===== config.mk =====
export PLATFORM = sky130hd
export DESIGN_NAME = skhf_ctrl
export DESIGN_NICKNAME = d
export VERILOG_FILES = /design/src/rtl/skhf_pkg.sv /design/src/rtl/skhf_ctrl.sv
export SDC_FILE = /design/constraint.sdc
export NUM_CORES = 1
export LEC_CHECK = 0
export BUFFER_PORTS_ARGS = -buffer_cell sky130_fd_sc_hd__buf_2
export CORE_AREA = 2 2 39 41
export DETAILED_ROUTE_END_ITERATION = 10
export DIE_AREA = 0 0 41 43
export SYNTH_ARGS = -nofsm -noshare
export SYNTH_HDL_FRONTEND = slang
export SYNTH_SLANG_ARGS = --single-unit
export TNS_END_PERCENT = 1

===== constraint.sdc =====
create_clock -name clock -period 2.06 [get_ports clock]
set_clock_uncertainty 0.2 [all_clocks]
set_input_delay 0 -clock clock [delete_from_list [all_inputs] [get_ports clock]]
set_output_delay 0 -clock clock [all_outputs]
set_load 0.05 [all_outputs]

===== src/rtl/skhf_pkg.sv =====
// ----------------------------------------------------------------------------
// skhf_pkg: shared types and constants for the spatial key hash table
// Holds the table geometry, hash multipliers, status codes, word types and
// the command/status bundles that join the controller and the datapath.
// ----------------------------------------------------------------------------
package skhf_pkg;

   // Table geometry. The table has 2^INDEX_BITS slots.
   localparam int INDEX_BITS  = 10;
   localparam int TABLE_DEPTH = 1 << INDEX_BITS;

   // Fixed field widths.
   localparam int KEY_W    = 40;
   localparam int ID_W     = 10;
   localparam int CNT_W    = 11;
   localparam int STATUS_W = 3;
   localparam int ENTRY_W  = 1 + 3 * KEY_W + ID_W;

   // Ids never exceed this count, whatever the limit register holds.
   localparam logic [CNT_W-1:0] ID_CAP          = 11'd1024;
   localparam logic [CNT_W-1:0] MAX_SITES_RESET = 11'd1024;

   // Only the low INDEX_BITS of each product reach the slot index, and those
   // depend only on the low INDEX_BITS of the key and of the multiplier.
   localparam logic [INDEX_BITS-1:0] MUL_X = INDEX_BITS'(32'd73856093);
   localparam logic [INDEX_BITS-1:0] MUL_Y = INDEX_BITS'(32'd19349663);
   localparam logic [INDEX_BITS-1:0] MUL_Z = INDEX_BITS'(32'd83492791);

   // Result status codes.
   localparam logic [STATUS_W-1:0] ST_FOUND     = 3'd0;
   localparam logic [STATUS_W-1:0] ST_INSERTED  = 3'd1;
   localparam logic [STATUS_W-1:0] ST_NOT_FOUND = 3'd2;
   localparam logic [STATUS_W-1:0] ST_FULL      = 3'd3;
   localparam logic [STATUS_W-1:0] ST_LIMIT     = 3'd4;

   // Command codes on the request word.
   localparam logic CMD_FIND   = 1'b0;
   localparam logic CMD_INSERT = 1'b1;

   // Which key the shared hash multiplier works on.
   localparam logic [1:0] HSEL_X = 2'd0;
   localparam logic [1:0] HSEL_Y = 2'd1;
   localparam logic [1:0] HSEL_Z = 2'd2;

   typedef struct packed {
      logic                    cmd;
      logic signed [KEY_W-1:0] key_x;
      logic signed [KEY_W-1:0] key_y;
      logic signed [KEY_W-1:0] key_z;
   } req_type;

   typedef struct packed {
      logic [ID_W-1:0]     site_id;
      logic [STATUS_W-1:0] status;
   } rsp_type;

   // One table slot as it sits in the memory.
   typedef struct packed {
      logic             used;
      logic [KEY_W-1:0] key_x;
      logic [KEY_W-1:0] key_y;
      logic [KEY_W-1:0] key_z;
      logic [ID_W-1:0]  site_id;
   } entry_type;

   // Controller to datapath.
   typedef struct packed {
      logic                load_req;
      logic                hash_step;
      logic [1:0]          hash_sel;
      logic                clear_write;
      logic                probe_start;
      logic                probe_next;
      logic                insert_write;
      logic                rsp_load;
      logic [STATUS_W-1:0] rsp_status;
   } ctrl_cmd_type;

   // Datapath to controller.
   typedef struct packed {
      logic clear_last;
      logic slot_empty;
      logic key_match;
      logic sweep_last;
      logic is_insert;
      logic limit_hit;
   } dp_stat_type;

endpackage


===== src/rtl/skhf_ctrl.sv =====
// ----------------------------------------------------------------------------
// skhf_ctrl: sequencing state machine for the hash table
// Runs the clearing pass, the three hash steps and the probe walk.
// ----------------------------------------------------------------------------
module skhf_ctrl (
   input  logic                   clock,
   input  logic                   reset,
   input  logic                   start,
   output logic                   busy,
   input  skhf_pkg::dp_stat_type  stat,
   output skhf_pkg::ctrl_cmd_type cmd
);
   import skhf_pkg::*;

   localparam logic [2:0] S_CLEAR  = 3'd0;
   localparam logic [2:0] S_IDLE   = 3'd1;
   localparam logic [2:0] S_HASH_X = 3'd2;
   localparam logic [2:0] S_HASH_Y = 3'd3;
   localparam logic [2:0] S_HASH_Z = 3'd4;
   localparam logic [2:0] S_READ   = 3'd5;
   localparam logic [2:0] S_PROBE  = 3'd6;

   logic [2:0] state_ff, state_in;

   always_comb begin
      state_in = state_ff;
      cmd      = '0;
      unique case (state_ff)
         S_CLEAR: begin
            cmd.clear_write = 1'b1;
            if (stat.clear_last) begin
               state_in = S_IDLE;
            end
         end
         S_IDLE: begin
            if (start) begin
               cmd.load_req = 1'b1;
               state_in     = S_HASH_X;
            end
         end
         S_HASH_X: begin
            cmd.hash_step = 1'b1;
            cmd.hash_sel  = HSEL_X;
            state_in      = S_HASH_Y;
         end
         S_HASH_Y: begin
            cmd.hash_step = 1'b1;
            cmd.hash_sel  = HSEL_Y;
            state_in      = S_HASH_Z;
         end
         S_HASH_Z: begin
            cmd.hash_step = 1'b1;
            cmd.hash_sel  = HSEL_Z;
            state_in      = S_READ;
         end
         S_READ: begin
            cmd.probe_start = 1'b1;
            state_in        = S_PROBE;
         end
         S_PROBE: begin
            priority if (stat.slot_empty) begin
               cmd.rsp_load = 1'b1;
               state_in     = S_IDLE;
               priority if (!stat.is_insert) begin
                  cmd.rsp_status = ST_NOT_FOUND;
               end else if (stat.limit_hit) begin
                  cmd.rsp_status = ST_LIMIT;
               end else begin
                  cmd.rsp_status   = ST_INSERTED;
                  cmd.insert_write = 1'b1;
               end
            end else if (stat.key_match) begin
               cmd.rsp_load   = 1'b1;
               cmd.rsp_status = ST_FOUND;
               state_in       = S_IDLE;
            end else if (stat.sweep_last) begin
               cmd.rsp_load   = 1'b1;
               cmd.rsp_status = stat.is_insert ? ST_FULL : ST_NOT_FOUND;
               state_in       = S_IDLE;
            end else begin
               cmd.probe_next = 1'b1;
            end
         end
         default: begin
            state_in = S_IDLE;
         end
      endcase
   end

   always_ff @(posedge clock) begin
      if (reset) begin
         state_ff <= S_CLEAR;
      end else begin
         state_ff <= state_in;
      end
   end

   assign busy = (state_ff != S_IDLE);

endmodule

==> metrics.md, run 1 <==
| Metric | Value |
|---|---|
| CTS Buf Count | 3 |
| CP max stage cell | dfxtp_1 |
| Seq/Total Area, Yosys | 15.9% |
| Num ports | 22 |
| PortBufs | 21 |
| Routed wire length per instance | 9.69 um |
| Clock network power share | 34.3% |
| Comb pwr share | 41.3% |
| Core ar. | 1380 sq um |
| R2R setup slack | 0.48 ns |
| Util after Layout | 38.2% |
| Overflow after GRT | 0 |
| # diodes | 0 |
| Crit Path Max Fanout | 9 |
| Layout Nets | 90 |
| DRC Markers | 0 |
| CP Data Arrival Time | 1.56 ns |
| Hold Path Stages | 4 |
| DRT Pass-1 Iters | 3 |
| Routed WL | 921 um |
| Starting Density | 27.2% |
| Final min period | 1.76 ns |
| Final Setup Violations | 0 |
| Post-synth cell types | 28 |
| Flip-flop count of the largest register after layout | 3 |
| RSZ-0062 raised after global routing | false |
| Status | finished, final reports clean |
| Iter 0 DRT Violations | 5 |
| Syn_nets | 64 |
| Clk buf depth | 2 |
| Critical path type | reg2out |
| Sw Ratio | 41.7% |
| Fmax | 569 MHz |
| Largest net degree at the start of global routing | 14 |
| Layout cells sized above 1 | 40.5% |
| CP required | 1.86 ns |
| Vias in the first global route | 345 |
| Worst reg2reg path endpoint | state_ff[2] |
| Die height | 43 um |
| HPWL after detailed placement | 735 um |
| Final Hold Viols | 0 |
| Synth Cell Area | 377 sq um |
| Cells on worst reg2reg path | 6 |
| Die area | 1760 sq um |
| LEAKAGE | 0.276 nW |
| Maximum VDD drop | 0.000208 V |
| P_int | 0.178 mW |
| Largest regs | state_ff: 3 flops |
| Vias/cell | 4.68 |
| Clk Latency, worst-skew pair | 0.24 ns |
| Via Count | 445 |
| CP Launch Type | flip-flop |
| H-tree levels | 1 |
| Power Dens Cells | 579 nW/um^2 |
| Largest reg by FF count | state_ff |
| Pins Over Slew Limit | 0 |
| Crit path cell chain | buf_4 > nor3b_2 > nand3_1 > nor2_1 > buf_2 |
| Num Clock Sinks | 3 |
| Worst Setup SP | state_ff[2] |
| Max-Cap Viols | 0 |
| Critical path capture point type | output pin |
| Worst Hold Path EP | state_ff[1] |
| Synth Area per Inst | 6.97 sq um |
| Row count | 14 |
| Worst reg2reg path startpoint | state_ff[1] |
| All-Layer GR Usage | 10.9% |
| Chip width | 41 um |
| Synth Register Bits | 3 |
| Kind of cell adding the most delay to the critical path | buffers and inverters |
| Reg power frac | 24.4% |
| Initial antenna violation count | 0 |
| Synth Warn # | 0 |
| Buffers & Inverters on Critical Path | 2 |
| Routability cong. | 0.772 |
| Area Growth Syn to Fin | 40.2% |
| Worst hold path type | in2reg |
| Root buffer cell | clkbuf_4 |
| Global-route wire length before repair | 1.29 mm |
| Dpl cells | 90 |
| Slew margin rel. | 71.8% |
| Gate count of the mapped netlist | 54 |
| Post-detailed-route count of antenna-violating nets | 0 |
| Non-filler cells, final | 95 |
| HP Start | stat[5] |
| Sw Pwr | 0.127 mW |
| Worst slew pin tran | 0.423 ns |
| CTS tree | built |
| Tcrit/Tclk final | 85.3% |
| Slowest cell delay on critical path | 0.44 ns |
| Setup TNS | 0 ns |
| Quantity of gates resized following cts | 0 |
| Clock slew at reported path FFs | 0.04 ns |
## cell usage after synthesis, drive strengths merged
cell	number	area share, %
nor2	10	10
a21oi	5	6.6
inv	5	5.0
nand2	4	4.7
buf	3	8.0
dfxtp	3	16
nand2b	3	5.0
nor3	3	4.0
mux2i	2	5.3
nor3b	2	5.3
o21ai	2	2.7
a2111oi	1	4.0
a22o	1	2.3
and3	1	1.7
ha	1	3.3
nand3	1	1.3
nand3b	1	2.0
nor2b	1	2.3
nor4	1	1.7
o21bai	1	2.0
o2bb2ai	1	2.3
o31a	1	2.3
xor2	1	2.3
## per-layer routing
metal | global-route usage (%) | routed length [um] | vias to the layer above
li1 | - | - | 237
met1 | 12.5 | 412 | 188
met2 | 16.3 | 394 | 18
met3 | 1.57 | 94 | 2
met4 | 10.0 | 21 | 0
met5 | 0 | 0 | -
## cells by family after synthesis
| logic type | Yosys count | synth area share [%] |
|---|---|---|
| AOI/OAI and AO/OA | 12 | 22.3 |
| adders and majority gates | 1 | 3.32 |
| and+or+nand+nor | 27 | 37.9 |
| muxes | 2 | 5.32 |
| xor gates and xnor gates | 1 | 2.33 |
| buffers and inverters | 8 | 13.0 |
| DFF | 3 | 15.9 |
## per-stage QoR
step | worst slack, ns | power (mW) | cell area, sq um | hold slack, ns
2_1_floorplan | 0.0955 | 0.175 | 382 | -0.131
3_3_place_gp | 0.525 | 0.200 | 492 | 0.00457
3_5_place_dp | 0.501 | 0.201 | 492 | 0.00752
4_1_cts | 0.283 | 0.312 | 528 | 0.0202
5_1_grt | 0.142 | 0.326 | 528 | 0.0745
6_report | 0.303 | 0.306 | 528 | 0.0244
## worst max-delay path by stage
| stage | end | slack [ns] | depth (start not counted) |
|---|---|---|---|
| final | cmd[4] | 0.30 | 5 |
| after global routing | cmd[4] | 0.14 | 5 |
| after CTS | cmd[4] | 0.28 | 5 |
| after detailed placement | state_ff[2] | 0.50 | 6 |
| after global placement | state_ff[2] | 0.53 | 6 |
| after floorplan | cmd[10] | 0.1 | 3 |
## cell usage in the layout (no fill, tap or decap), drive strengths merged
| master | n |
|---|---|
| a2111oi | 1 |
| a21oi | 5 |
| a22o | 1 |
| and3 | 1 |
| buf | 23 |
| clkbuf | 4 |
| dfxtp | 3 |
| dlygate4sd3 | 1 |
| ha | 1 |
| inv | 5 |
| mux2i | 2 |
| nand2 | 4 |
| nand2b | 3 |
| nand3 | 1 |
| nand3b | 1 |
| nor2 | 10 |
| nor2b | 1 |
| nor3 | 3 |
| nor3b | 2 |
| nor4 | 1 |
| o21ai | 2 |
| o21bai | 1 |
| o2bb2ai | 1 |
| o31a | 1 |
| xor2 | 1 |
## layout make-up
class                           count  area [sq um]
Timing Repair Buffer               24           130
Inverter                            5          18.8
Fill cell                         161           856
Tap cell                           16          20.0
Sequential cell                     3          60.1
Clock buffer                        4          26.3
Multi-Input combinational cell     43           273
## repair_timing
item                                   CTS  global route
endpoints found under the hold margin    3             0
buffers inserted                         0             0
hold buffers                             1             0
## tightest hold or removal path, stage by stage
cell     delay, ns
buf_2         0.11
mux2i_1       0.11
a21oi_1       0.10
o31a_1        0.09
## power by group through the flow
| stage | combinational [mW] | sequential (mW) | clock, mW |
|---|---|---|---|
| after detailed placement | 0.125 | 0.0761 | 0 |
| after global routing | 0.136 | 0.0760 | 0.114 |
| after CTS | 0.127 | 0.0745 | 0.110 |
| after floorplan | 0.108 | 0.0673 | 0 |
| after global placement | 0.124 | 0.0757 | 0 |
| final | 0.126 | 0.0745 | 0.105 |
Power figures use the tool's default switching activity.
==> run 2: changes to the inputs <==
- BUFFER_PORTS_ARGS: -buffer_cell sky130_fd_sc_hd__buf_2 -> -buffer_cell sky130_fd_sc_hd__buf_4
- HOLD_SLACK_MARGIN: default -> 0.12
- clock period: 2.06 -> 1.8 ns (I/O delays scaled with it)
==> run 2 against run 1 <==
Non-clock buffer count rose by 4. First-iteration DRC count fell by 40%. Power rose by 22%. Clock power rose by 10%. Sequential share of layout area fell by 1.6 points. Die area did not move. Global-route usage rose by 1.7 points. Wire length rose by 11%. Combinational power rose by 34%. Via count rose by 5.6%. Largest cell class unchanged. Largest power group unchanged.
==> metrics.md, run 2 (synthesis results as in run 1) <==
| Metric | Value |
|---|---|
| H-tree levels | 1 (unchanged) |
| Power Dens Cells | 595 nW/um^2 (+2.9%) |
| Num ports | 22 (unchanged) |
| CP Launch Type | flip-flop |
| Tcrit/Tclk final | 93.6% |
| Vias in the first global route | 387 (+12%) |
| Overflow after GRT | 0 (unchanged) |
| Core ar. | 1380 sq um (unchanged) |
| Worst slack, placed | 0.190 ns (-0.312 ns) |
| Slowest cell delay on critical path | 0.61 ns (+0.17 ns) |
| WHS | 0.143 ns (+0.119 ns) |
| Setup Buffers After CTS | 0 (unchanged) |
| Largest reg by FF count | state_ff |
| Die height | 43 um (unchanged) |
| Global-route wire length before repair | 1.50 mm (+17%) |
| RSZ-0062 raised after global routing | false |
| CP max stage cell | dfxtp_1 |
| Vias/cell | 4.75 (+1.4%) |
| Worst hold path type | in2reg |
| CP required | 1.60 ns (-0.26 ns) |
| Final Cell Area | 626 sq um (+18%) |
| Largest net degree at the start of global routing | 14 (unchanged) |
| CP Data Arrival Time | 1.48 ns (-0.08 ns) |
| Sw Ratio | 39.9% (-1.8 points) |
| Cell repeated most along the worst path | nand2b_1 |
| Final Setup Violations | 0 (unchanged) |
| Kind of cell adding the most delay to the critical path | flip-flops |
| Row count | 14 (unchanged) |
| Final Hold Viols | 0 (unchanged) |
| Starting Density | 27.2% (unchanged) |
| Layout Nets | 94 (+4.4%) |
| LEAKAGE | 0.301 nW (+9.1%) |
| # diodes | 0 (unchanged) |
| CTS tree | built |
| Largest regs | state_ff: 3 flops |
| Sw Pwr | 0.149 mW (+17%) |
| Routability cong. | 0.764 (-1.0%) |
| Comb pwr share | 45.5% (+4.2 points) |
| Clk Latency, worst-skew pair | 0.23 ns (about the same) |
| Buffers & Inverters on Critical Path | 1 (-1) |
| Post-detailed-route count of antenna-violating nets | 0 (unchanged) |
| Critical path type | reg2out |
| Layout cells sized above 1 | 41.0% (+0.46 points) |
| Final min period | 1.68 ns |
| Initial antenna violation count | 0 (unchanged) |
| Worst slew pin tran | 0.480 ns (+0.0569 ns) |
| Status | finished, final reports clean |
| DRC Markers | 0 (unchanged) |
| Area Growth Syn to Fin | 66.1% |
| Clock network power share | 31.2% (-3.1 points) |
| Critical path capture point type | output pin |
| Num Clock Sinks | 3 (unchanged) |
| Fmax | 594 MHz |
| DRT Pass-1 Iters | 3 (unchanged) |
| Slew margin rel. | 68.0% (-3.8 points) |
| PortBufs | 21 (unchanged) |
| Via Count | 470 (+5.6%) |
| Final worst slack | 0.115 ns (-0.188 ns) |
| Routed WL | 1.03 mm (+11%) |
| Setup TNS | 0 ns (unchanged) |
| Clock slew at reported path FFs | 0.04 ns (about the same) |
| Routed wire length per instance | 10.4 um (+6.8%) |
| Crit Path Max Fanout | 13 (+4) |
| HPWL after detailed placement | 811 um (+10%) |
| Iter 0 DRT Violations | 3 (-2) |
| All-Layer GR Usage | 12.7% (+1.7 points) |
| Chip width | 41 um (unchanged) |
| Crit path cell chain | nand2b_1 > nand2b_1 > nor2_1 > buf_4 |
| P_int | 0.224 mW (+26%) |
| Placed cell area | 558 sq um (+13%) |
| Root buffer cell | clkbuf_4 |
| Reg power frac | 23.3% (-1.1 points) |
| Util after Layout | 45.2% (+7.1 points) |
| Flip-flop count of the largest register after layout | 3 (unchanged) |
| Pins Over Slew Limit | 0 (unchanged) |
| CTS Buf Count | 3 (unchanged) |
| Max-Cap Viols | 0 (unchanged) |
| Leading cell type in the layout, fill and taps excluded | buf_4 |
| Die area | 1760 sq um (unchanged) |
| Clk buf depth | 2 (unchanged) |
| Most frequent cells in the layout | buf_4, nor2_1, a21oi_1, inv_1, dlygate4sd3_1 |
| Maximum VDD drop | 0.000365 V (+76%) |
-- run 2: changes by cell type in the layout (fill, tap and decap cells not counted) --
cell / change
dfxtp_2: +1
buf_2: -21
buf_4: +22
nor3b_2: -1
dfxtp_1: -1
dlygate4sd3_1: +3
nor3b_4: +1
-- run 2: worst reg2reg max path: stages (launching register included) --
cell	delay (ns)
dfxtp_1	0.61
nand3b_1	0.24
nor2b_2	0.10
o31a_1	0.30
-- run 2: timing repair --
item	CTS	global route
endpoints found under the hold margin	4	0
gates resized for setup	0	1
setup endpoints to repair	0	3
hold buffers	4	0
-- run 2: worst paths after layout --
path               startpoint          end  slack, ns  cells past startpoint
hold reg to reg   state_ff[2]  state_ff[0]       0.50                      2
hold / removal        stat[2]  state_ff[2]       0.14                      4
setup / recovery  state_ff[0]      cmd[11]       0.12                      4
setup reg to reg  state_ff[0]  state_ff[1]       0.23                      3
-- run 2: routing by layer --
layer / track usage, % / vias up / routed length (um)
met1: 14.1 / 208 / 453
met3: 3.14 / 0 / 60
met4: 6.00 / 0 / 0
li1: - / 246 / -
met5: 0 / - / 0
met2: 20.9 / 16 / 512
-- run 2: final cells by class --
| class | instances | area (sq um) |
|---|---|---|
| clock buffers | 4 | 26.3 |
| fillers | 144 | 758 |
| multi-input cells | 43 | 279 |
| well taps | 16 | 20.0 |
| flip-flops and latches | 3 | 61.3 |
| repair buffers | 28 | 220 |
| inverters | 5 | 18.8 |
-- run 2: power by group through the flow --
stage / logic, mW / clock network, mW / registers (mW)
after floorplan: 0.126 / 0 / 0.0770
after global placement: 0.162 / 0 / 0.0867
final: 0.169 / 0.116 / 0.0870
after CTS: 0.171 / 0.124 / 0.0866
after detailed placement: 0.164 / 0 / 0.0876
after global routing: 0.181 / 0.131 / 0.0886
-- run 2: per-stage QoR --
step           total power [mW]  instances
2_1_floorplan             0.203         54
4_1_cts                   0.382         99
3_5_place_dp              0.251         91
5_1_grt                   0.401         99
3_3_place_gp              0.249         91
6_report                  0.373         99
==> run 3: changes to the inputs <==
- ABC_AREA: default -> 1
==> run 3 against run 2 <==
Worst setup slack better by 0.024 ns. Critical path type unchanged. Largest power group unchanged. Synthesized cell count is 24% higher. Count of clock-buffer cells in the layout stayed put. Flip-flop and latch count stayed put.
==> metrics.md, run 3 <==
| Metric | Value |
|---|---|
| Placed cell area | 527 sq um (-5.6%) |
| Chip width | 41 um (unchanged) |
| Final Hold Viols | 0 (unchanged) |
| Power Dens Cells | 1620 nW/um^2 (+170%) |
| Routability cong. | 0.750 (-1.8%) |
| Worst reg2reg path endpoint | state_ff[1] |
| RSZ-0062 raised after global routing | false |
| Maximum VDD drop | 0.000779 V (+110%) |
| Die area | 1760 sq um (unchanged) |
| Seq/Total Area, Yosys | 17.0% (+1.1 points) |
| H-tree levels | 1 (unchanged) |
| Synth Cell Area | 353 sq um (-6.3%) |
| Clock slew at reported path FFs | 0.04 ns (about the same) |
| Gate count of the mapped netlist | 67 (+24%) |
| Post-synth cell types | 15 (-46%) |
| Via Count | 478 (+1.7%) |
| Synth async-reset ratio | 0% (unchanged) |
| HPWL after detailed placement | 805 um (-0.65%) |
| LEAKAGE | 0.359 nW (+19%) |
| Most frequent cells in the layout | buf_4, nand2_1, nor2_1, inv_1 |
| Largest reg by FF count | state_ff |
| Starting Density | 25.5% (-1.7 points) |
| CP required | 1.60 ns (about the same) |
| Worst slew pin tran | 0.331 ns (-0.149 ns) |
| CP Data Arrival Time | 1.46 ns (-0.02 ns) |
| Hold Path Stages | 7 (+3) |
| Pins Over Slew Limit | 0 (unchanged) |
| Routed wire length per instance | 8.95 um (-14%) |
| Reg power frac | 14.5% (-8.8 points) |
| Post-detailed-route count of antenna-violating nets | 0 (unchanged) |
| Critical path capture point type | output pin |
| Clk buf depth | 2 (unchanged) |
| Synth Register Bits | 3 (unchanged) |
| Largest regs | state_ff: 3 flops |
| Layout cells sized above 1 | 33.7% (-7.3 points) |
| Layout Nets | 106 (+13%) |
| Synth Area per Inst | 5.27 sq um (-24%) |
| Row count | 14 (unchanged) |
| Sw Ratio | 59.0% (+19 points) |
| Root buffer cell | clkbuf_4 |
| Post-synth EDFFs | 0 (unchanged) |
| Status | finished, final reports clean |
| DRC Markers | 0 (unchanged) |
| Area leader, netlist | nand2_1 |
| Final Cell Area | 593 sq um (-5.2%) |
| Non-filler cells, final | 111 (+12%) |
| Largest net degree at the start of global routing | 9 (-5) |
| Slew margin rel. | 77.9% (+9.9 points) |
| Final min period | 1.66 ns (-0.0239 ns) |
| Top cells by area, synth | nand2_1, nor2_1, dfxtp_1, inv_1, nand3_1 |
| Clock network power share | 12.1% (-19 points) |
| R2R setup slack | 0.24 ns (about the same) |
| Synth Warn # | 0 (unchanged) |
| Core ar. | 1380 sq um (unchanged) |
| CTS tree | built |
| Vias in the first global route | 487 (+26%) |
| Critical path type | reg2out |
| Util after Layout | 42.9% (-2.4 points) |
| DRT Pass-1 Iters | 6 (+3) |
| Worst Setup SP | state_ff[1] |
| Synth cell count leaders | nand2_1, nor2_1, inv_1 |
| Overflow after GRT | 0 (unchanged) |
| Cells on worst reg2reg path | 7 (+4) |
| Vias/cell | 4.31 (-9.3%) |
| Fmax | 602 MHz (+1.4%) |
| # diodes | 0 (unchanged) |
| Die height | 43 um (unchanged) |
| Tcrit/Tclk final | 92.3% (-1.3 points) |
| Crit Path Max Fanout | 8 (-5) |
| Area Growth Syn to Fin | 68.1% |
| Routed WL | 993 um (-3.1%) |
| Synth top area share | 18.1% (+2.1 points) |
| Global-route wire length before repair | 1.68 mm (+11%) |
| Max-Cap Viols | 0 (unchanged) |
| PortBufs | 21 (unchanged) |
| CP Launch Type | flip-flop |
| Num Clock Sinks | 3 (unchanged) |
| Num ports | 22 (unchanged) |
| Worst reg2reg path startpoint | state_ff[1] |
| Initial antenna violation count | 0 (unchanged) |
| Iter 0 DRT Violations | 11 (+8) |
| CTS Buf Count | 3 (unchanged) |
| CP Capture Point | cmd[0] |
| All-Layer GR Usage | 13.6% (+0.90 points) |
| Post-synth top flop | dfxtp_1 |
| Leading cell type in the layout, fill and taps excluded | buf_4 |
| Sw Pwr | 0.565 mW (+280%) |
| P_int | 0.393 mW (+76%) |
| Quantity of gates resized following cts | 0 (unchanged) |
| Clk Latency, worst-skew pair | 0.23 ns (about the same) |
| Worst hold path type | in2reg |
| Final Setup Violations | 0 (unchanged) |
| Dpl cells | 103 (+13%) |
| Syn_nets | 77 (+20%) |
| Flip-flop count of the largest register after layout | 3 (unchanged) |
| Comb pwr share | 73.3% (+28 points) |
-- run 3: cell count changes after synthesis, moves of 2 or more --
cell	change
a21oi_1	-5
nand2_1	+14
nand3_1	+3
inv_1	+8
nor2_1	+7
nand2b_1	-3
mux2i_1	-2
-- run 3: power by group through the flow --
stage,sequential (mW),combinational (mW),clock [mW]
after CTS,0.140,0.703,0.124
after global routing,0.146,0.773,0.129
after global placement,0.140,0.685,0
after detailed placement,0.140,0.696,0
final,0.139,0.703,0.116
after floorplan,0.120,0.548,0
-- run 3: repair_timing --
action | 4_1_cts | 5_1_grt
endpoints found under the hold margin | 4 | 0
hold buffers | 4 | 0
setup buffers | 0 | 0
-- run 3: stage by stage --
| step | setup slack, ns | total power [mW] | TNS (ns) | hold slack [ns] |
|---|---|---|---|---|
| final | 0.139 | 0.958 | 0 | 0.148 |
| after global routing | 0.0275 | 1.05 | 0 | 0.200 |
| after CTS | 0.122 | 0.967 | 0 | 0.141 |
| after detailed placement | 0.287 | 0.836 | 0 | 0.0659 |
| after global placement | 0.326 | 0.825 | 0 | 0.0687 |
| after floorplan | -0.0101 | 0.668 | -0.0139 | -0.0326 |
-- run 3: final cells by class --
type	instances	area [sq um]
Timing Repair Buffer	25	198
Sequential cell	3	60.1
Fill cell	170	791
Tap cell	16	20.0
Clock buffer	4	26.3
Multi-Input combinational cell	49	236
Inverter	14	52.6
-- run 3: worst max-delay path: stages (launching register included) --
cell,delay (ns)
dfxtp_1,0.51
nand3_2,0.20
inv_1,0.12
o211ai_1,0.10
nor2_1,0.10
buf_4,0.20
-- run 3: worst min path at each step --
stage                       start          end  slack, ns
after floorplan             reset  state_ff[2]      -0.03
after global placement      reset  state_ff[2]       0.07
after detailed placement    reset  state_ff[1]       0.07
after CTS                 stat[2]  state_ff[0]       0.14
after global routing      stat[1]       cmd[0]       0.20
final                     stat[2]  state_ff[0]       0.15
-- run 3: cells by family (layout without fill, tap and decap cells) --
family	count (synthesis)	count (layout)	share of synthesized area (%)
DFF	3	3	17.0
and+or+nand+nor	46	46	57.8
AOI/OAI and AO/OA	2	2	3.55
adders and majority gates	1	1	3.55
buffers and inverters	15	43	18.1
-- run 3: per-layer routing --
metal	track usage, %	wire length, um	share of wire (%)	up-vias
met3	3.14	72	7.3	0
met2	22.2	493	50	14
li1	-	-	-	257
met1	15.4	427	43	207
met5	0	0	0	-
met4	6.67	0	0	0
